File: src/sv/r2fft_pkg.sv
package r2fft_pkg;

  localparam int FRAME_POINTS = 64;
  localparam int LOG_POINTS   = 6;
  localparam int SAMPLE_BITS  = 16;
  localparam int TWIDDLE_BITS = 16;
  localparam int TW_FRAC      = TWIDDLE_BITS - 1;
  localparam int DATA_W       = 23;
  localparam int BIN_W        = 6;
  localparam int MAG_W        = 22;
  localparam int WORD_W       = 2 * DATA_W;
  localparam int PROD_W       = DATA_W + 1 + TWIDDLE_BITS;
  localparam int ACC_W        = PROD_W + 1;
  localparam int SQ_W         = 2 * DATA_W;
  localparam int ROOT_W       = DATA_W;
  localparam int REM_W        = ROOT_W + 3;
  localparam int QUEUE_DEPTH  = 4;
  localparam int QPTR_W       = 2;

  localparam logic [BIN_W-1:0] LAST_BIN = BIN_W'(FRAME_POINTS / 2);

  // One finished bin, handed from the transform engine to the magnitude unit.
  typedef struct packed {
    logic [BIN_W-1:0]         bin;
    logic                     last;
    logic signed [DATA_W-1:0] re;
    logic signed [DATA_W-1:0] im;
  } bin_word_t;

  // Quarter-wave cosine table, Q1.15 scale with 1.0 held as 32768.
  function automatic logic signed [16:0] cos_tab(input logic [4:0] idx);
    logic signed [16:0] v;
    case (idx)
      5'd0:    v = 17'sd32768;
      5'd1:    v = 17'sd32610;
      5'd2:    v = 17'sd32138;
      5'd3:    v = 17'sd31357;
      5'd4:    v = 17'sd30274;
      5'd5:    v = 17'sd28899;
      5'd6:    v = 17'sd27246;
      5'd7:    v = 17'sd25330;
      5'd8:    v = 17'sd23170;
      5'd9:    v = 17'sd20788;
      5'd10:   v = 17'sd18205;
      5'd11:   v = 17'sd15447;
      5'd12:   v = 17'sd12540;
      5'd13:   v = 17'sd9512;
      5'd14:   v = 17'sd6393;
      5'd15:   v = 17'sd3212;
      default: v = 17'sd0;
    endcase
    return v;
  endfunction

  // Real part of exp(-j*2*pi*m/N), clamped to the signed twiddle range.
  function automatic logic signed [TWIDDLE_BITS-1:0] tw_re(input logic [4:0] m);
    logic signed [16:0] v;
    if (m <= 5'd16) begin
      v = cos_tab(m);
    end else begin
      v = -cos_tab(5'(6'd32 - {1'b0, m}));
    end
    if (v > 17'sd32767) begin
      v = 17'sd32767;
    end
    return TWIDDLE_BITS'(v);
  endfunction

  // Imaginary part of exp(-j*2*pi*m/N), which is minus the sine.
  function automatic logic signed [TWIDDLE_BITS-1:0] tw_im(input logic [4:0] m);
    logic signed [16:0] s;
    if (m <= 5'd16) begin
      s = cos_tab(5'd16 - m);
    end else begin
      s = cos_tab(m - 5'd16);
    end
    return TWIDDLE_BITS'(-s);
  endfunction

  function automatic logic [LOG_POINTS-1:0] bit_rev(input logic [LOG_POINTS-1:0] v);
    logic [LOG_POINTS-1:0] r;
    for (int i = 0; i < LOG_POINTS; i++) begin
      r[i] = v[LOG_POINTS-1-i];
    end
    return r;
  endfunction

endpackage

File: src/sv/r2fft_mag.sv
module r2fft_mag (
  input  logic                                clk,
  input  logic                                rst,
  input  logic                                queue_empty,
  input  r2fft_pkg::bin_word_t                pop_word,
  output logic                                pop,
  output logic                                idle,
  output logic                                valid,
  output logic [r2fft_pkg::BIN_W-1:0]         bin_index,
  output logic signed [r2fft_pkg::DATA_W-1:0] real_part,
  output logic signed [r2fft_pkg::DATA_W-1:0] imag_part,
  output logic [r2fft_pkg::MAG_W-1:0]         magnitude,
  output logic                                last_bin
);
  import r2fft_pkg::*;

  typedef enum logic [5:0] {
    MS_IDLE = 6'b000001,
    MS_SQR  = 6'b000010,
    MS_SQI  = 6'b000100,
    MS_SUM  = 6'b001000,
    MS_ROOT = 6'b010000,
    MS_EMIT = 6'b100000
  } mag_state_t;

  mag_state_t state;

  logic signed [SQ_W-1:0] sq;
  logic [SQ_W-1:0]        rad;
  logic [REM_W-1:0]       rem, rem_sh, trial;
  logic [ROOT_W-1:0]      root;
  logic [4:0]             iter;

  assign pop   = (state == MS_IDLE) && !queue_empty;
  assign idle  = (state == MS_IDLE);
  assign valid = (state == MS_EMIT);

  // One root bit per cycle: bring down two radicand bits, try to subtract.
  assign rem_sh = {rem[REM_W-3:0], rad[SQ_W-1:SQ_W-2]};
  assign trial  = REM_W'({root, 2'b01});

  always_ff @(posedge clk) begin
    if (rst) begin
      state <= MS_IDLE;
      iter  <= '0;
    end else begin
      case (state)
        MS_IDLE: if (!queue_empty) state <= MS_SQR;
        MS_SQR:  state <= MS_SQI;
        MS_SQI:  state <= MS_SUM;
        MS_SUM: begin
          state <= MS_ROOT;
          iter  <= '0;
        end
        MS_ROOT: begin
          iter <= iter + 1'b1;
          if (iter == 5'(ROOT_W - 1)) state <= MS_EMIT;
        end
        MS_EMIT: state <= MS_IDLE;
        default: state <= MS_IDLE;
      endcase
    end
  end

  // Squares through one multiplier, then the square root.
  always_ff @(posedge clk) begin
    case (state)
      MS_IDLE: begin
        bin_index <= pop_word.bin;
        last_bin  <= pop_word.last;
        real_part <= pop_word.re;
        imag_part <= pop_word.im;
      end
      MS_SQR: sq <= real_part * real_part;
      MS_SQI: begin
        rad <= SQ_W'(sq);
        sq  <= imag_part * imag_part;
      end
      MS_SUM: begin
        rad  <= rad + SQ_W'(sq);
        rem  <= '0;
        root <= '0;
      end
      MS_ROOT: begin
        rad <= {rad[SQ_W-3:0], 2'b00};
        if (rem_sh >= trial) begin
          rem  <= rem_sh - trial;
          root <= {root[ROOT_W-2:0], 1'b1};
        end else begin
          rem  <= rem_sh;
          root <= {root[ROOT_W-2:0], 1'b0};
        end
      end
      default: begin
      end
    endcase
  end

  assign magnitude = root[MAG_W-1:0];

endmodule

File: config.mk
export PLATFORM = sky130hd
export DESIGN_NAME = r2fft_mag
export DESIGN_NICKNAME = d
export VERILOG_FILES = /design/src/sv/r2fft_pkg.sv /design/src/sv/r2fft_mag.sv
export SDC_FILE = /design/constraint.sdc
export NUM_CORES = 2
export LEC_CHECK = 0
export BUFFER_PORTS_ARGS = -buffer_cell sky130_fd_sc_hd__buf_2
export CORE_ASPECT_RATIO = 1.1
export CORE_MARGIN = 5
export CORE_UTILIZATION = 55
export CTS_CLUSTER_DIAMETER = 100
export CTS_CLUSTER_SIZE = 20
export DETAILED_ROUTE_END_ITERATION = 8
export PLACE_DENSITY_LB_ADDON = 0.25
export SETUP_SLACK_MARGIN = 0.05
export SLEW_MARGIN = 25
export SYNTH_ARGS = -nofsm -noshare
export SYNTH_HDL_FRONTEND = slang
export SYNTH_SLANG_ARGS = --single-unit
File: constraint.sdc
create_clock -name clk -period 18.3 [get_ports clk]
set_input_delay 2.745 -clock clk [delete_from_list [all_inputs] [get_ports clk]]
set_output_delay 2.745 -clock clk [all_outputs]
set_load 0.02 [all_outputs]
== Yosys cells after proc, flatten, opt, wreduce, memory -nomap -nowiden ==
Index checks and enable logic that the tools add are counted.

* Register bits after elaboration: 203
* Bits in latches: 0
* Memory bits (writable): 0
* Bits in read-only memories: 0
* Input port bits: 56
* Output and inout bits: 78
* Word-level logic and storage cells: 41
* Memories kept: 0

* Add/sub/neg operators: 3
* Multiply operators: 2
* Divide/modulo/power cells: 0
* Magnitude comparators: 1
* Equality and inequality tests: 9
* Shift operators: 0
* Multiplexer cells: 10
* Bitwise operators: 0
* Reduce and logical (&&, ||, !) cells: 6

{| class="wikitable"
|+ Operators by type and width
! operator !! number
|-
| $pmux W46 S3 || 1
|-
| $mul A23 B23 Y46 || 2
|-
| $pmux W46 S2 || 1
|-
| $pmux W24 S2 || 1
|-
| $add A46 B46 Y46 || 1
|-
| $pmux W23 S2 || 1
|-
| $pmux W6 S5 || 1
|-
| $ge A26 B25 Y1 || 1
|-
| $mux W24 || 1
|-
| $sub A24 B24 Y24 || 1
|-
| $mux W6 || 2
|-
| $pmux W5 S2 || 1
|-
| $eq A6 B1 Y1 const B || 1
|-
| $eq A6 B2 Y1 const B || 1
|-
| $eq A6 B3 Y1 const B || 1
|-
| $eq A6 B4 Y1 const B || 1
|-
| $eq A6 B5 Y1 const B || 1
|-
| $eq A6 B6 Y1 const B || 1
|-
| $add A5 B1 Y5 const B || 1
|-
| $eq A5 B5 Y1 const B || 1
|-
| $ne A2 B2 Y1 const B || 2
|-
| $reduce_bool A2 Y1 || 2
|-
| $reduce_bool A3 Y1 || 1
|-
| $reduce_and A2 Y1 || 1
|-
| other kinds (3) || 3
|}

== Logic depth before layout (Yosys ltp) ==
* Depth after elaboration: 3
* Gate-level depth with buffers: 29
* Mapped depth without buffers: 28

== Least setup slack after synthesis ==
Ideal clock, no wire load.

* Kind: register to register
* From: reg imag_part[22] (netlist name)
* To: reg sq[44], data pin
* Library setup time: 0.265 ns
* Arrival time: 7.251 ns
* Required time: 18.035 ns
* Path slack: 10.784 ns
* Cell stages (with the launch flop): 24
* Buffers on the path: 2
* Period minus slack after synthesis: 7.516 ns
* Path through: edfxtp_1 clkbuf_1 buf_1 nand2_1 inv_1 fa_1 fa_1 inv_1 fa_1 inv_1 fa_1 fa_1 fa_1 fa_1 ha_1 a21o_1 a21o_1 a21o_1 a31o_2 a21oi_1 o31ai_2 a211oi_2 mux2i_1 or3_1

* Longest elaborated chain between the ends: 2

{| class="wikitable"
|+ RTL lines
! item !! line !! source
|-
| start: declaration || r2fft_mag.sv:11 || <nowiki>output logic signed [r2fft_pkg::DATA_W-1:0] imag_part,</nowiki>
|-
| start signal: assignment || r2fft_mag.sv:72 || <nowiki>imag_part <= pop_word.im;</nowiki>
|-
| $mul A23 B23 Y46 || r2fft_mag.sv:77 || <nowiki>sq <= imag_part * imag_part;</nowiki>
|-
| $pmux W46 S2 || r2fft_mag.sv:67 || <nowiki>case (state)</nowiki>
|-
| end signal: assignment || r2fft_mag.sv:74 || <nowiki>MS_SQR: sq <= real_part * real_part;</nowiki>
|-
| end signal: assignment || r2fft_mag.sv:77 ||
|-
| end: declaration || r2fft_mag.sv:28 || <nowiki>logic signed [SQ_W-1:0] sq;</nowiki>
|}

Every way passes these cells.
A chain may end at the register's enable or synchronous reset.

== Worst setup path in the final report ==
* From: reg imag_part[7] (netlist name)
* To: reg sq[45], data pin

The elaborated chain is that of the path after synthesis.

==> metrics.cfg <==
[routing]
first_iteration_detailed_routing_drc_count = 1583
wl_per_cell_um = 17.7
routed-wl-met3_um = 4170
postRouteWirelength_um = 105000
route.top_layer_used = met4
vias_per_cell = 5.35
detailroute.via_count = 31800
final_antenna_net_count = 0
met1_length_um = 41400
drt_pass1_iterations = 5
drc_errors = 0
routed-wl-met2_um = 55700

[clocking]
clkSlewWorstSetupHoldPaths_ps = 80
tritoncts = done
clkSinkCount = 202
insertion_delay_of_the_later_clocked_pin_in_the_worst_skew_pair_ps = 590
cts.path.max_buffers = 3
cts.repair_timing.setup_buffer_count = 0
htree_depth = 1
cts_buffers = 20
cts_repair_resize_count = 0
post_cts_hold_buffer_count = 0
cts-root-buf = sky130_fd_sc_hd__clkbuf_16

[placement]
gp_routability_congestion = 0.858
dp_hpwl_um = 86200
dp_slack_ps = 9940
port_buffers = 133

[logic_synthesis]
post_synth_edffs = 191
synth_largest_type_area_fraction_pct = 44.4
synth-warning-count = 0
netlist_instances = 4768
synthesized_area_divided_by_synthesized_cell_count_um2 = 9.81
synth.area.mux_share_pct = 0.771
synth.area.top_cells = sky130_fd_sc_hd__fa_1, sky130_fd_sc_hd__edfxtp_1, sky130_fd_sc_hd__inv_1
proportion_of_synthesized_chip_area_in_sequential_cells_pct = 12.7
synth_compound_gate_area_share_pct = 7.88
total_standard_cell_area_after_synthesis_um2 = 46800
combinational_family_with_the_most_area_after_synthesis = adder cells
yosys.area_share.adder_pct = 53.2
asyncSetResetFlopFracSynth_pct = 0
dominantRegCellSynth = sky130_fd_sc_hd__edfxtp_1
synth-simple-area-share_pct = 10.8
synth_nets = 6188
synth.ff_latch_count = 202
synthDistinctLibCells = 78
post_synth_xor_area_fraction_pct = 3.26
post-synth-top-area-cell = sky130_fd_sc_hd__fa_1

[setup_path]
start_kind = flip-flop
timing.critical_path.arrival_ps = 8800
critPathLaunch = imag_part[7]$_DFFE_PP_
crit_type = reg2reg
critPathCaptureType = flip-flop
critical_path.reg2reg.startpoint = imag_part[7]$_DFFE_PP_
critPathMaxFanout = 22
worstSetupEndpoint = sq[45]$_DFFE_PP_
r2r_cells = 22
worstReg2RegEnd = sq[45]$_DFFE_PP_
worst-r2r-setup-slack_ps = 9820
worstPathRequired_ps = 18620

[global_routing]
first_global_vias = 35100
grt_usage_pct = 24.1
grt_max_degree = 57
grt_pass1_wl_um = 176000
gr-total-overflow = 0
antenna_found_initial = 1

[sta]
final.period_utilization_pct = 46.3
min_period_ps = 8480
totalNegativeSetupSlack_ps = 0
hold_violations = 0
setup_slack_ps = 9820
rel_slew_slack_pct = 30.9
timing_worst_slew_pin_value_ps = 1040
max_freq_ghz = 0.118
grt_setup_unrepaired = no
worst_clock_skew_ps = 48.1
timing.final.max_slew_violations = 0
report.final.setup_viol = 0

[layout]
seqCellArea_um2 = 5960
multi_input_area_um2 = 35500
drive_gt1_share_pct = 5.40
nFillCells = 7483
diodes = 0
areaGrowthSynthToFinish_pct = 5.37
final_net_count = 6222

[run]
max_cap_viol_count = 0

[floorplan]
start_util_pct = 55.2
dieArea_um2 = 91000
row_count = 112
ios = 134
dieWidth_um = 288
die_h_um = 316
core_region_area_um2 = 84600

[hold_path]
holdCritPathClass = reg2reg

[run_status]
run_status = finished, final reports clean

metal layers:
layer / track usage (%) / vias up
met4: 8.21 / 0
met5: 0 / -
li1: - / 14600
met3: 2.45 / 209
met1: 30.2 / 16400
met2: 43.8 / 655
Yosys cell counts (36+ instances only):
| cell | number |
|---|---|
| sky130_fd_sc_hd__a21o_1 | 86 |
| sky130_fd_sc_hd__a21oi_1 | 140 |
| sky130_fd_sc_hd__a22oi_1 | 38 |
| sky130_fd_sc_hd__and2_1 | 218 |
| sky130_fd_sc_hd__clkbuf_1 | 140 |
| sky130_fd_sc_hd__edfxtp_1 | 191 |
| sky130_fd_sc_hd__fa_1 | 1038 |
| sky130_fd_sc_hd__ha_1 | 326 |
| sky130_fd_sc_hd__inv_1 | 1226 |
| sky130_fd_sc_hd__nand2_1 | 402 |
| sky130_fd_sc_hd__nand2b_1 | 36 |
| sky130_fd_sc_hd__nand3_1 | 40 |
| sky130_fd_sc_hd__nor2_1 | 157 |
| sky130_fd_sc_hd__nor2b_1 | 52 |
| sky130_fd_sc_hd__o21ai_0 | 103 |
| sky130_fd_sc_hd__xnor2_1 | 106 |
| sky130_fd_sc_hd__xor2_1 | 68 |
logic make-up after synthesis:
| family | count (synthesis) |
|---|---|
| compound gates | 564 |
| xor+xnor | 174 |
| fa+ha+maj | 1364 |
| buf+inv | 1397 |
| flops | 202 |
| mux | 35 |
| simple gates | 1032 |
per-stage QoR:
stage / instance area, um^2 / util, % / cells / hold WS (ps)
finish: 49300 / 58.2 / 5956 / 504
detailed placement: 48500 / 57.3 / 5919 / 489
floorplan: 46800 / - / 4768 / 448
global placement: 48500 / 57.3 / 5919 / 471
CTS: 49300 / 58.2 / 5955 / 506
global route: 49300 / 58.2 / 5956 / 542
sequential cells by signal, indices dropped and copies added, names as in the netlist:
register	count
rad	46
sq	45
rem	24
imag_part	23
real_part	23
root	23
bin_index	6
state	6
iter	5
last_bin	1
placed cells by master (no fill, tap or decap), types with 106 or more instances in the layout:
master,n
sky130_fd_sc_hd__edfxtp_1,191
sky130_fd_sc_hd__buf_2,133
sky130_fd_sc_hd__nand2_1,400
sky130_fd_sc_hd__xnor2_1,106
sky130_fd_sc_hd__fa_1,1038
sky130_fd_sc_hd__ha_1,326
sky130_fd_sc_hd__inv_1,1224
sky130_fd_sc_hd__a21oi_1,140
sky130_fd_sc_hd__nor2_1,156
sky130_fd_sc_hd__and2_1,218
worst min path at each step:
| stage | start | end | cells past startpoint |
|---|---|---|---|
| 2_1_floorplan | iter[4]$_SDFFE_PP0N_ | iter[4]$_SDFFE_PP0N_ | 1 |
| 3_3_place_gp | iter[4]$_SDFFE_PP0N_ | iter[4]$_SDFFE_PP0N_ | 1 |
| 3_5_place_dp | iter[4]$_SDFFE_PP0N_ | iter[4]$_SDFFE_PP0N_ | 1 |
| 4_1_cts | iter[4]$_SDFFE_PP0N_ | iter[4]$_SDFFE_PP0N_ | 1 |
| 5_1_grt | iter[4]$_SDFFE_PP0N_ | iter[4]$_SDFFE_PP0N_ | 1 |
| 6_report | iter[4]$_SDFFE_PP0N_ | iter[4]$_SDFFE_PP0N_ | 1 |
worst max-delay path: stages (launching register included):
cell and delay, ps:
sky130_fd_sc_hd__edfxtp_1 940, sky130_fd_sc_hd__inv_1 390, sky130_fd_sc_hd__nor2_1 340, sky130_fd_sc_hd__fa_1 490
sky130_fd_sc_hd__ha_1 310, sky130_fd_sc_hd__a21oi_1 190, sky130_fd_sc_hd__fa_1 460, sky130_fd_sc_hd__fa_1 510
sky130_fd_sc_hd__inv_1 50, sky130_fd_sc_hd__fa_1 550, sky130_fd_sc_hd__fa_1 440, sky130_fd_sc_hd__fa_1 440
sky130_fd_sc_hd__ha_1 320, sky130_fd_sc_hd__nand4_1 150, sky130_fd_sc_hd__nor2_1 100, sky130_fd_sc_hd__a311oi_1 250
sky130_fd_sc_hd__o21ai_0 220, sky130_fd_sc_hd__o311ai_1 820, sky130_fd_sc_hd__a31oi_1 220, sky130_fd_sc_hd__a211oi_1 540
sky130_fd_sc_hd__o31a_1 220, sky130_fd_sc_hd__xnor2_1 70, sky130_fd_sc_hd__o22a_1 200
area by class of cell:
cell class	count	area share [%]
clock buffer	23	1.04
clock inverter	13	0.465
inverter	1226	9.34
multi-input combinational	3169	72.0
sequential	202	12.1
tap	1140	2.89
timing repair buffer	183	2.13
Power is not shown: default switching activity piles up to over one toggle a cycle in this logic, so the estimate is an artifact.
