<file path="src/sv/r2fft_pkg.sv">
package r2fft_pkg;

  localparam int FRAME_POINTS = 64;
  localparam int LOG_POINTS   = 6;
  localparam int SAMPLE_BITS  = 16;
  localparam int TWIDDLE_BITS = 16;
  localparam int TW_FRAC      = TWIDDLE_BITS - 1;
  localparam int DATA_W       = 23;
  localparam int BIN_W        = 6;
  localparam int MAG_W        = 22;
  localparam int WORD_W       = 2 * DATA_W;
  localparam int PROD_W       = DATA_W + 1 + TWIDDLE_BITS;
  localparam int ACC_W        = PROD_W + 1;
  localparam int SQ_W         = 2 * DATA_W;
  localparam int ROOT_W       = DATA_W;
  localparam int REM_W        = ROOT_W + 3;
  localparam int QUEUE_DEPTH  = 4;
  localparam int QPTR_W       = 2;

  localparam logic [BIN_W-1:0] LAST_BIN = BIN_W'(FRAME_POINTS / 2);

  // One finished bin, handed from the transform engine to the magnitude unit.
  typedef struct packed {
    logic [BIN_W-1:0]         bin;
    logic                     last;
    logic signed [DATA_W-1:0] re;
    logic signed [DATA_W-1:0] im;
  } bin_word_t;

  // Quarter-wave cosine table, Q1.15 scale with 1.0 held as 32768.
  function automatic logic signed [16:0] cos_tab(input logic [4:0] idx);
    logic signed [16:0] v;
    case (idx)
      5'd0:    v = 17'sd32768;
      5'd1:    v = 17'sd32610;
      5'd2:    v = 17'sd32138;
      5'd3:    v = 17'sd31357;
      5'd4:    v = 17'sd30274;
      5'd5:    v = 17'sd28899;
      5'd6:    v = 17'sd27246;
      5'd7:    v = 17'sd25330;
      5'd8:    v = 17'sd23170;
      5'd9:    v = 17'sd20788;
      5'd10:   v = 17'sd18205;
      5'd11:   v = 17'sd15447;
      5'd12:   v = 17'sd12540;
      5'd13:   v = 17'sd9512;
      5'd14:   v = 17'sd6393;
      5'd15:   v = 17'sd3212;
      default: v = 17'sd0;
    endcase
    return v;
  endfunction

  // Real part of exp(-j*2*pi*m/N), clamped to the signed twiddle range.
  function automatic logic signed [TWIDDLE_BITS-1:0] tw_re(input logic [4:0] m);
    logic signed [16:0] v;
    if (m <= 5'd16) begin
      v = cos_tab(m);
    end else begin
      v = -cos_tab(5'(6'd32 - {1'b0, m}));
    end
    if (v > 17'sd32767) begin
      v = 17'sd32767;
    end
    return TWIDDLE_BITS'(v);
  endfunction

  // Imaginary part of exp(-j*2*pi*m/N), which is minus the sine.
  function automatic logic signed [TWIDDLE_BITS-1:0] tw_im(input logic [4:0] m);
    logic signed [16:0] s;
    if (m <= 5'd16) begin
      s = cos_tab(5'd16 - m);
    end else begin
      s = cos_tab(m - 5'd16);
    end
    return TWIDDLE_BITS'(-s);
  endfunction

  function automatic logic [LOG_POINTS-1:0] bit_rev(input logic [LOG_POINTS-1:0] v);
    logic [LOG_POINTS-1:0] r;
    for (int i = 0; i < LOG_POINTS; i++) begin
      r[i] = v[LOG_POINTS-1-i];
    end
    return r;
  endfunction

endpackage

</file>
<file path="src/sv/r2fft_queue.sv">
module r2fft_queue (
  input  logic                 clk,
  input  logic                 rst,
  input  logic                 push,
  input  r2fft_pkg::bin_word_t push_word,
  input  logic                 pop,
  output r2fft_pkg::bin_word_t pop_word,
  output logic                 full,
  output logic                 empty
);
  import r2fft_pkg::*;

  bin_word_t           slots [QUEUE_DEPTH];
  logic [QPTR_W-1:0]   wptr, rptr;
  logic [QPTR_W:0]     count;

  assign full     = (count == (QPTR_W + 1)'(QUEUE_DEPTH));
  assign empty    = (count == '0);
  assign pop_word = slots[rptr];

  // Pointers and fill count.
  always_ff @(posedge clk) begin
    if (rst) begin
      wptr  <= '0;
      rptr  <= '0;
      count <= '0;
    end else begin
      if (push) wptr <= wptr + 1'b1;
      if (pop)  rptr <= rptr + 1'b1;
      case ({push, pop})
        2'b10:   count <= count + 1'b1;
        2'b01:   count <= count - 1'b1;
        default: count <= count;
      endcase
    end
  end

  // Payload slots.
  always_ff @(posedge clk) begin
    if (push) begin
      slots[wptr] <= push_word;
    end
  end

endmodule

</file>
<file path="config.mk">
export PLATFORM = sky130hd
export DESIGN_NAME = r2fft_queue
export DESIGN_NICKNAME = d
export VERILOG_FILES = /design/src/sv/r2fft_pkg.sv /design/src/sv/r2fft_queue.sv
export SDC_FILE = /design/constraint.sdc
export NUM_CORES = 1
export LEC_CHECK = 0
export ABC_AREA = 0
export ABC_CLOCK_PERIOD_IN_PS = 5210
export BUFFER_PORTS_ARGS = -buffer_cell sky130_fd_sc_hd__buf_2
export CAP_MARGIN = 5
export CORE_AREA = 2 2 108 215
export CTS_CLUSTER_SIZE = 8
export DETAILED_ROUTE_END_ITERATION = 10
export DIE_AREA = 0 0 110 217
export PLACE_DENSITY_LB_ADDON = 0.05
export RECOVER_POWER = 25
export SLEW_MARGIN = 25
export SYNTH_ARGS = -nofsm -noshare
export SYNTH_HDL_FRONTEND = slang
export SYNTH_SLANG_ARGS = --single-unit
</file>
<file path="constraint.sdc">
create_clock -name clk -period 5.21 [get_ports clk]
set_clock_uncertainty 0.15 [all_clocks]
set_input_delay 0.2605 -clock clk [delete_from_list [all_inputs] [get_ports clk]]
set_output_delay 0.2605 -clock clk [all_outputs]
set_load 0.01 [all_outputs]
</file>
* After elaboration in Yosys (flattened, before gate mapping)
Memory sizes are Yosys's and may differ from the RTL's. A register that Yosys moved wholly into a read port is not among the register bits. Index checks and enable logic that the tools add are counted.
Word-level totals: register bits after elaboration 7, latch bits 0, memory bits (writable) 212, memory bits (read-only) 0, bits of input ports 57, logic and storage cells 18, memories 1
Memory list:
- slots | depth 4, width 53, read ports 1, clocked after Yosys merged registers in 1, write ports 1, RTL line r2fft_queue.sv:13 | bin_word_t slots [QUEUE_DEPTH];
Operators by class: $add $sub $neg 4, multiply operators 0, div/mod/pow operators 0, $lt $le $gt $ge 0, eq/ne operators 3, shifts and indexed selects 0, mux-type cells 5, bitwise logic cells 0, reduce and logical (&&, ||, !) cells 2
Operators with widths (number):
- case mux 3 bit (2 select lines) | 1
- adder 2 x 1 -> 2 bit (second input constant) | 2
- two-way mux 2 bit | 2
- adder 3 x 1 -> 3 bit (second input constant) | 1
- == test 3 bit (second input constant) | 1
- zero test 3 bit | 1
- subtractor 3 x 1 -> 3 bit (second input constant) | 1
- == test 2 x 1 -> 1 bit (second input constant) | 1
- == test 2 bit (second input constant) | 1
- two-way mux 1 bit | 2
- nonzero test 2 bit | 1

* Logic depth before layout (Yosys ltp)
Gate-level depths: netlist of the first run.
word-level depth 3, gate-level depth with buffers 7, mapped depth without buffers 7

* Least setup slack after synthesis of the first run
OpenSTA, ideal clock, no wires.
path type flip-flop to flip-flop, from reg wptr[0], to mem slots[2][0] (netlist name), enable pin, setup time 0.416 ns, data arrival time 1.802 ns, data required time 4.644 ns, path slack 2.842 ns, stages on the path, launching flop included 4, buffers on the path 0, period minus slack after synthesis 2.368 ns, path through dfxtp_1 > inv_1 > ha_1 > and2_1
RTL lines:
- from (decl) | RTL line r2fft_queue.sv:14 | logic [QPTR_W-1:0] wptr, rptr;
- from (signal assigned) | RTL line r2fft_queue.sv:28 | if (push) wptr <= wptr + 1'b1;
- to (decl) | RTL line r2fft_queue.sv:13
No word-level cell before the write port.

==> metrics.txt, run 1 <==
nets@finish 580; HPWL after DPL slightly above 9000 um; fmax 0.330 GHz; CTS clock-pin slew for the worst setup and hold paths about 0.050 ns; H-tree lvl count 1; syn avg cell area roughly 25 um^2; final hold slack approximately 0.34 ns; sequential share of power 0.499; ys flop type edfxtp_1; TNS Setup 0 ns; total CTS buffers 31; Synth top cells by count edfxtp_1, mux4_2, dfxtp_1, nor2_1, inv_1; grt ovf 0; synthesis-to-finish area growth 26.6%; Syn. warnings 0; Worst-Margin Slew 0.733 ns; kind of critical path register to primary output; vias in the first global route 4254; Final Hold Fails 0; Worst Setup End Kind primary output; unrepaired setup endpoints after global routing no; Die H between 200 and 250 um; maximum root-to-sink buffer count 3; core area ~0.022 mm^2; most frequent cell after synthesis edfxtp_1; critical path peak fanout 30; number of setup violations in the final report 0; All-Layer GR Usage 0.133; Routed Antenna Nets 0; Final GP Congestion between 0.6 and 0.7; startpoint types register; WP data arrival roughly 2.6 ns; # diodes 0; Psw ~0.87 mW; Starting Density 0.364; Final min period just over 3 ns; top cell type's share of synthesized area 0.782; Synth cell types 22; Final Max Slew Viols 0; Tcrit/Tclk final 0.582; ys async rst share 0; leading area contributor after synthesis edfxtp_1; status complete, no violations; dominant cells by area after synthesis edfxtp_1, mux4_2, dfxtp_1; Leakage 3.46 nW; antenna violations before repair 0; clock power share 0.408; CTS root buf clkbuf_16; Logic pwr share 0.093; VDD IR-drop max 234 uV; latest clock arrival within the worst-skew pair ~0.53 ns; Net Sw Frac 0.209; DRT iter0 DRCs roughly 120; fin cells 808; CTS tree yes; Placement Rows 78; die width 110 um; Post-route DRC 0; Seq/Total Area, Yosys 0.804; first-pass iteration count of the detailed router 4; first-pass GRT wire length roughly 24000 um; syn nets between 300 and 400; CTS Sinks between 200 and 250; critical path data required time roughly 4.8 ns; wire per inst 19.1 um; Internal approximately 3.3 mW; pwr dens roughly 400 mW/mm^2; largest net degree at the start of global routing 46; max_cap viols 0; Die ar. approximately 0.024 mm^2; vias post-DR ~3900; #FFs+latches synth 221; HP Class primary input to register; Placed Cells 708; Rel. slew slack 0.511; Port Buffers ~110; IO Pins between 100 and 150; final WL roughly 15000 um; Synth Cell Area slightly above 0.008 mm^2; Cells after Synth about 320; EDFF count, synth 212; via/cell ratio between 4 and 5; share of cells above drive strength 1 0.328; post_cts resized 0
[final cells by class]
cell class / instances / area (um^2)
fill: 1900 / 12000
sequential: 221 / 6550
multi-input combinational: 84 / 1440
timing repair buffer: 173 / 1120
clock buffer: 43 / 821
tap: 280 / 350
inverter: 6 / 22.5
clock inverter: 1 / 5.00
[logic make-up (layout without fill, tap and decap cells)]
family	Yosys count	after routing	synth area share
buf+inv	19	223	0.0204
xor+xnor	5	5	0.00538
mux	54	54	0.149
flops	221	221	0.804
compound gates	3	3	0.00184
fa+ha+maj	6	6	0.0101
simple gates	16	16	0.00937
[per-layer routing]
metal / vias up / part of all wire / global-route usage
met5: - / 0 / 0
met3: 23 / 0.061 / 0.0314
li1: 1738 / - / -
met4: 0 / 0.024 / 0.0523
met2: 120 / 0.55 / 0.238
met1: 1980 / 0.37 / 0.147
[flip-flops by register name (all words and copies together) (netlist names), named ones only]
signal and count:
slots 212, count 3, rptr 2, wptr 2
[what timing repair did]
action | 4_1_cts | 5_1_grt
hold endpoints to repair | 221 | 0
hold buffers | 56 | 0
buffers inserted | 0 | 0
[metrics by stage]
stage	utilization	power (mW)	setup WS, ns	cell area, um^2
3_5_place_dp	0.401	2.48	2.63	8960
3_3_place_gp	0.401	2.47	2.62	8960
5_1_grt	0.461	4.34	1.95	10300
2_1_floorplan	-	2.33	2.84	8150
4_1_cts	0.463	4.24	2.05	10300
6_report	0.461	4.17	2.18	10300
[cell usage in the layout, fill, tap and decap left out, drive strengths merged]
cell type / instances
a21oi: 2
and2: 4
and3: 1
buf: 85
clkbuf: 75
clkinv: 1
dfxtp: 9
dlygate4sd3: 56
edfxtp: 212
fa: 1
ha: 5
inv: 6
mux2i: 1
mux4: 53
nand2: 1
nor2: 8
nor3: 1
o21ai: 1
or3: 1
xnor2: 2
xor2: 3
[final timing paths]
check,cells past startpoint,slack (ns),end,startpoint
worst max-delay path,3,2.18,pop_word[46],register
worst min-delay path,2,0.34,slots[2][42],push_word[42]
worst max register to register,4,2.93,slots[0][34],wptr[0]
worst min register to register,2,0.38,count[2],count[2]
[critical path, cell delays in order (launching register included)]
cell	delay, ns
dfxtp_4	0.75
buf_4	0.55
mux4_1	0.60
buf_2	0.16
[power groups by stage]
stage,Combinational (mW),Clock [mW],Sequential [mW]
floorplan,0.241,0,2.09
global placement,0.357,0,2.11
detailed placement,0.367,0,2.12
CTS,0.402,1.76,2.08
global route,0.424,1.82,2.09
finish,0.386,1.70,2.08
Note: power is estimated with default switching activity, not from simulation.
==> run 2, diff against run 1 <==
--- a/config.mk
+++ b/config.mk
@@ -5,14 +5,14 @@
 export SDC_FILE = /design/constraint.sdc
 export NUM_CORES = 1
 export LEC_CHECK = 0
-export ABC_AREA = 0
-export ABC_CLOCK_PERIOD_IN_PS = 5210
+export ABC_AREA = 1
+export ABC_CLOCK_PERIOD_IN_PS = 2450
 export BUFFER_PORTS_ARGS = -buffer_cell sky130_fd_sc_hd__buf_2
 export CAP_MARGIN = 5
-export CORE_AREA = 2 2 108 215
+export CORE_AREA = 2 2 111 220
 export CTS_CLUSTER_SIZE = 8
 export DETAILED_ROUTE_END_ITERATION = 10
-export DIE_AREA = 0 0 110 217
+export DIE_AREA = 0 0 113 222
 export PLACE_DENSITY_LB_ADDON = 0.05
 export RECOVER_POWER = 25
 export SLEW_MARGIN = 25
==> constraint.sdc (replaced) <==
create_clock -name clk -period 2.45 [get_ports clk]
set_clock_uncertainty 0.15 [all_clocks]
set_input_delay 0.1225 -clock clk [delete_from_list [all_inputs] [get_ports clk]]
set_output_delay 0.1225 -clock clk [all_outputs]
set_load 0.01 [all_outputs]
==> metrics.txt, run 2 <==
status finished with violations; failing checks DRC; Worst path top cell family by delay buffers and inverters; min-delay src push_word[11]; Synth Area in Adders 0.00974 (-0.000399); ys flop type edfxtp_1; HPWL after DPL 11500 um (+26%); Final min period roughly 2.3 ns; first-pass iteration count of the detailed router 7 (+3); share of cells above drive strength 1 0.230 (-0.0976); xor/xnor share of the synthesized area 0 (-0.00538); DRT iter0 DRCs 264 (+120%); vias post-DR 5306 (+37%); leading area contributor after synthesis edfxtp_1; commonest non-fill, non-tap cells in the layout edfxtp_1, o21ai_0, nor2_1; CTS Sinks 221 (unchanged); VDD IR-drop max 407 uV (+74%); Place WS 0.558 ns (-2.07 ns); Syn. warnings 0 (unchanged); Filler Cell Count 2154 (+13%); kind of critical path register to primary output; chain of cells forming the critical path inv_8 -> buf_4 -> o21ai_0 -> o22ai_1 -> buf_2; All-Layer GR Usage 0.163 (+0.0300); #FFs+latches synth 221 (unchanged); ys async rst share 0 (unchanged); Worst-Margin Slew 0.492 ns (-0.241 ns); Tcrit/Tclk final 0.954; dominant cells by area after synthesis edfxtp_1, o21ai_0, nor2_1; latest clock arrival within the worst-skew pair 0.54 ns (about the same); number of setup violations in the final report 0 (unchanged); Starting Density 0.363 (-0.000966); Synth Area in Simple Gates 0.0606 (+0.0513); Synth cell types 23 (+4.5%); Reg2Reg Depth 5 (+1); maximum root-to-sink buffer count 3 (unchanged); # diodes 0 (unchanged); pwr dens 836 mW/mm^2 (+110%); EDFF count, synth 212 (unchanged); fmax between 0.4 and 0.5 GHz; mux share of post-synthesis cell area 0 (-0.149); fin worst setup slack 0.114 ns (-2.06 ns); syn avg cell area 14.9 um^2 (-41%); Final Hold Fails 0 (unchanged); critical path data required time 2.18 ns (-2.62 ns); Largest regs slots x212, count x3; wire per inst 19.2 um (+0.49%); syn nets 634 (+64%); startpoint types register; largest net degree at the start of global routing 65 (+41%); CTS tree yes; Final GP Congestion 0.712 (+5.6%); HP Class primary input to register; core area 0.0233 mm^2 (+4.4%); largest family of logic cells by synthesized area compound AO/OA/AOI/OAI gates; final WL 20100 um (+30%); most frequent cell after synthesis edfxtp_1; CTS root buf clkbuf_16; die width 113 um (+2.7%); Cells after Synth 571 (+76%); Rel. slew slack 0.672 (+0.161); WP data arrival 2.06 ns (-0.56 ns); Crit Reg-Reg Startpoint wptr[1]; CP max stage delay 0.40 ns (-0.35 ns); IO Pins 112 (unchanged); Port Buffers 111 (unchanged); Most flops, register slots; unrepaired setup endpoints after global routing no; Worst Setup End Kind primary output; Post-route DRC 8 (+8); Placement Rows 79 (+1.3%); antenna violations before repair 0 (unchanged); max_cap viols 0 (unchanged); RR Endpoint slots[1][44]; Die ar. 0.0251 mm^2 (+5.1%); top cell type's share of synthesized area 0.751 (-0.0308); Synth top cells by count edfxtp_1, o21ai_0, nor2_1, o22ai_1; via/cell ratio 5.06 (+6.0%); Crit path depth 5 (+2); total CTS buffers 31 (unchanged); total power 8.96 mW (+110%); first-pass GRT wire length 31600 um (+34%); Leakage 3.75 nW (+8.3%); Critical Path Sink pop_word[15]; Final Max Slew Viols 0 (unchanged); Routed Antenna Nets 0 (unchanged); H-tree lvl count 1 (unchanged); CTS clock-pin slew for the worst setup and hold paths 0.05 ns (about the same); Buf+Inv Stages, Crit Path 3 (+1); Compound-Gate Fraction of Synth Area 0.123 (+0.121); nets@finish 816 (+41%); Die H 222 um (+2.3%); critical path peak fanout 64 (+110%); vias in the first global route 5711 (+34%); Seq/Total Area, Yosys 0.772 (-0.0317); max reg flops 212 (unchanged); R2R Setup Slk 0.71 ns (-2.22 ns); grt ovf 0 (unchanged); Synth Cell Area 0.00848 mm^2 (+4.1%); Crit-path slowest cell dfxtp_4; synthesis-to-finish area growth 26.4% (about the same); commonest non-fill, non-tap cell in the layout edfxtp_1; TNS Setup 0 ns (unchanged)
-- run 2: changes by cell type after synthesis, moves of 6 or more --
cell	previous run	this run
o22ai_1	0	33
mux4_2	50	0
o21ai_1	0	10
o22ai_2	0	20
buf_2	5	18
inv_1	6	16
clkbuf_2	0	6
nor2_2	0	20
nand2_1	1	9
o21ai_0	1	102
nor2_1	8	89
-- run 2: final cells by class --
type / instances / area [um^2] / share of cell area
flip-flops and latches: 221 / 6550 / 0.611
multi-input cells: 298 / 1640 / 0.153
repair buffers: 183 / 1270 / 0.119
clock buffers: 44 / 825 / 0.0769
well taps: 283 / 354 / 0.0330
inverters: 18 / 75.1 / 0.00700
clock inverters: 1 / 5.00 / 0.000467
-- run 2: report_power, final --
group | total (mW) | switching (mW) | leakage, nW | internal (mW)
clock network | 3.72 | 1.45 | 0.401 | 2.27
logic | 0.871 | 0.539 | 1.33 | 0.331
registers | 4.37 | 0.0486 | 2.02 | 4.32
total | 8.96 | 2.04 | 3.75 | 6.92
-- run 2: per-stage QoR --
step | util | hold slack (ns) | std cells | instance area [um^2]
2_1_floorplan | - | 0.0714 | 571 | 8480
3_3_place_gp | 0.402 | 0.184 | 947 | 9370
3_5_place_dp | 0.402 | 0.192 | 947 | 9370
4_1_cts | 0.461 | 0.150 | 1048 | 10800
5_1_grt | 0.460 | 0.204 | 1048 | 10700
6_report | 0.460 | 0.188 | 1048 | 10700
-- run 2: kinds of logic (layout without fill, tap and decap cells) --
logic type | after synthesis | in the layout
buffers and inverters | 52 | 246
adders and majority gates | 6 | 6
AOI/OAI and AO/OA | 170 | 170
and+or+nand+nor | 122 | 122
DFF | 221 | 221
-- run 2: what timing repair did --
action                     4_1_cts  5_1_grt
resized for setup                1        0
hold endpoints to repair       221        0
setup endpoints to repair        1        0
hold buffers                    56        0
setup buffers                    0        0
-- run 2: worst min-delay path by stage --
| stage | slack [ns] | cells after the start | to |
|---|---|---|---|
| 2_1_floorplan | 0.07 | 0 | slots[0][0] |
| 3_3_place_gp | 0.18 | 1 | slots[0][16] |
| 3_5_place_dp | 0.19 | 1 | slots[2][11] |
| 4_1_cts | 0.15 | 2 | slots[0][51] |
| 5_1_grt | 0.20 | 2 | slots[2][34] |
| 6_report | 0.19 | 2 | slots[1][11] |
-- run 2: metal layers --
| layer | vias up | global-route usage | part of all wire |
|---|---|---|---|
| li1 | 2495 | - | - |
| met1 | 2631 | 0.187 | 0.39 |
| met2 | 141 | 0.297 | 0.54 |
| met3 | 39 | 0.0279 | 0.047 |
| met4 | 0 | 0.0618 | 0.027 |
| met5 | - | 0 | 0 |
==> run 3, diff against run 2 <==
--- a/config.mk
+++ b/config.mk
@@ -8,13 +8,13 @@
 export ABC_AREA = 1
 export ABC_CLOCK_PERIOD_IN_PS = 2450
 export BUFFER_PORTS_ARGS = -buffer_cell sky130_fd_sc_hd__buf_2
-export CAP_MARGIN = 5
 export CORE_AREA = 2 2 111 220
 export CTS_CLUSTER_SIZE = 8
 export DETAILED_ROUTE_END_ITERATION = 10
 export DIE_AREA = 0 0 113 222
 export PLACE_DENSITY_LB_ADDON = 0.05
 export RECOVER_POWER = 25
+export SETUP_SLACK_MARGIN = 0.2
 export SLEW_MARGIN = 25
 export SYNTH_ARGS = -nofsm -noshare
 export SYNTH_HDL_FRONTEND = slang
==> metrics.txt, run 3 (synthesis results as in run 2) <==
Placement Rows 79 (unchanged); Crit-path slowest cell dfxtp_4; Port Buffers 111 (unchanged); Worst-Margin Slew 0.494 ns (+0.00132 ns); hold depth 2 (unchanged); via/cell ratio 5.11 (+0.95%); Place WS 0.558 ns (unchanged); total CTS buffers 31 (unchanged); Buf+Inv Stages, Crit Path 3 (unchanged); synthesis-to-finish area growth 27.6%; Die H 222 um (unchanged); Final Max Slew Viols 0 (unchanged); kind of critical path register to primary output; vias post-DR 5382 (+1.4%); core area 0.0233 mm^2 (unchanged); fin worst setup slack 0.257 ns (+0.143 ns); share of cells above drive strength 1 0.238 (+0.00760); CTS Sinks 221 (unchanged); Final min period 2.19 ns (-0.143 ns); RR Endpoint slots[1][44]; WP data arrival 1.92 ns (-0.14 ns); total power 8.99 mW (+0.27%); H-tree lvl count 1 (unchanged); CTS tree yes; CTS root buf clkbuf_16; die width 113 um (unchanged); CP max stage delay 0.41 ns (about the same); final hold slack 0.194 ns (+0.00611 ns); Filler Cell Count 2149 (-0.23%); Most flops, register slots; max_cap viols 0 (unchanged); Rel. slew slack 0.671 (-0.000881); Largest regs slots x212, count x3; Final GP Congestion 0.712 (unchanged); critical path peak fanout 32 (-50%); Crit Reg-Reg Startpoint wptr[1]; fmax 0.456 GHz (+6.5%); latest clock arrival within the worst-skew pair 0.54 ns (about the same); VDD IR-drop max 409 uV (+0.67%); Tcrit/Tclk final 0.895 (-0.0585); number of setup violations in the final report 0 (unchanged); Starting Density 0.363 (unchanged); Worst Setup End Kind primary output; Reg2Reg Depth 5 (unchanged); vias in the first global route 5713 (+0.035%); All-Layer GR Usage 0.163 (about the same); status finished with violations; DRT iter0 DRCs 247 (-6.4%); Routed Antenna Nets 0 (unchanged); maximum root-to-sink buffer count 3 (unchanged); antenna violations before repair 0 (unchanged); commonest non-fill, non-tap cells in the layout edfxtp_1, o21ai_0, nor2_1; CTS clock-pin slew for the worst setup and hold paths 0.05 ns (about the same); first-pass iteration count of the detailed router 7 (unchanged); min-delay src push_word[11]; startpoint types register; commonest non-fill, non-tap cell in the layout edfxtp_1; failing checks DRC; # diodes 0 (unchanged); HPWL after DPL 11500 um (unchanged); final WL 20600 um (+2.4%); Final Hold Fails 0 (unchanged); IO Pins 112 (unchanged); unrepaired setup endpoints after global routing yes; wire per inst 19.6 um (+1.9%); pwr dens 830 mW/mm^2 (-0.67%); critical path data required time 2.18 ns (about the same); R2R Setup Slk 0.72 ns (about the same); grt ovf 0 (unchanged); Leakage 3.80 nW (+1.2%); chain of cells forming the critical path buf_4 -> inv_8 -> nor2_1 -> o22ai_1 -> buf_2; max reg flops 212 (unchanged); Die ar. 0.0251 mm^2 (unchanged); largest net degree at the start of global routing 65 (unchanged); Post-route DRC 8 (unchanged); TNS Setup 0 ns (unchanged); nets@finish 821 (+0.61%); first-pass GRT wire length 31600 um (about the same); HP Class primary input to register; Worst path top cell family by delay buffers and inverters; Worst Hold End slots[0][11]
run 3: per-stage QoR:
step,cell area [um^2],instances,util
detailed placement,9370,947,0.402
CTS,10800,1048,0.463
global route,10800,1053,0.464
floorplan,8480,571,-
finish,10800,1053,0.464
global placement,9370,947,0.402
run 3: area by class of cell:
class,instances,area (um^2),area share
timing repair inverter,1,11.3,0.00104
inverter,18,96.3,0.00890
tap,283,354,0.0327
multi-input combinational,298,1650,0.153
clock buffer,44,825,0.0762
sequential,221,6550,0.606
clock inverter,1,5.00,0.000462
timing repair buffer,187,1330,0.123
run 3: repair_timing:
| item | in CTS | in global routing |
|---|---|---|
| endpoints found under the setup margin | 45 | 13 |
| hold buffers | 56 | 0 |
| hold endpoints to repair | 221 | 0 |
| gates cloned | 0 | 1 |
| gates resized for setup | 10 | 5 |
| setup buffers | 0 | 4 |
run 3: power by group:
part,switching (mW),internal (mW)
Clock,1.44,2.27
Sequential,0.0510,4.32
Combinational,0.553,0.347
run 3: worst max path at each step:
stage          slack [ns]  cells past startpoint           end     start
2_1_floorplan        0.27                      4   slots[2][0]   wptr[0]
4_1_cts              0.17                      5  pop_word[15]  register
6_report             0.26                      5   pop_word[9]  register
5_1_grt              0.20                      5   pop_word[9]  register
3_5_place_dp         0.56                      5  pop_word[15]  register
3_3_place_gp         0.61                      5  pop_word[15]  register
run 3: routing by layer:
metal | vias up | routed length, um | track usage
li1 | 2511 | - | -
met5 | - | 0 | 0
met3 | 39 | 945 | 0.0279
met1 | 2690 | 8050 | 0.187
met2 | 142 | 11000 | 0.297
met4 | 0 | 546 | 0.0618
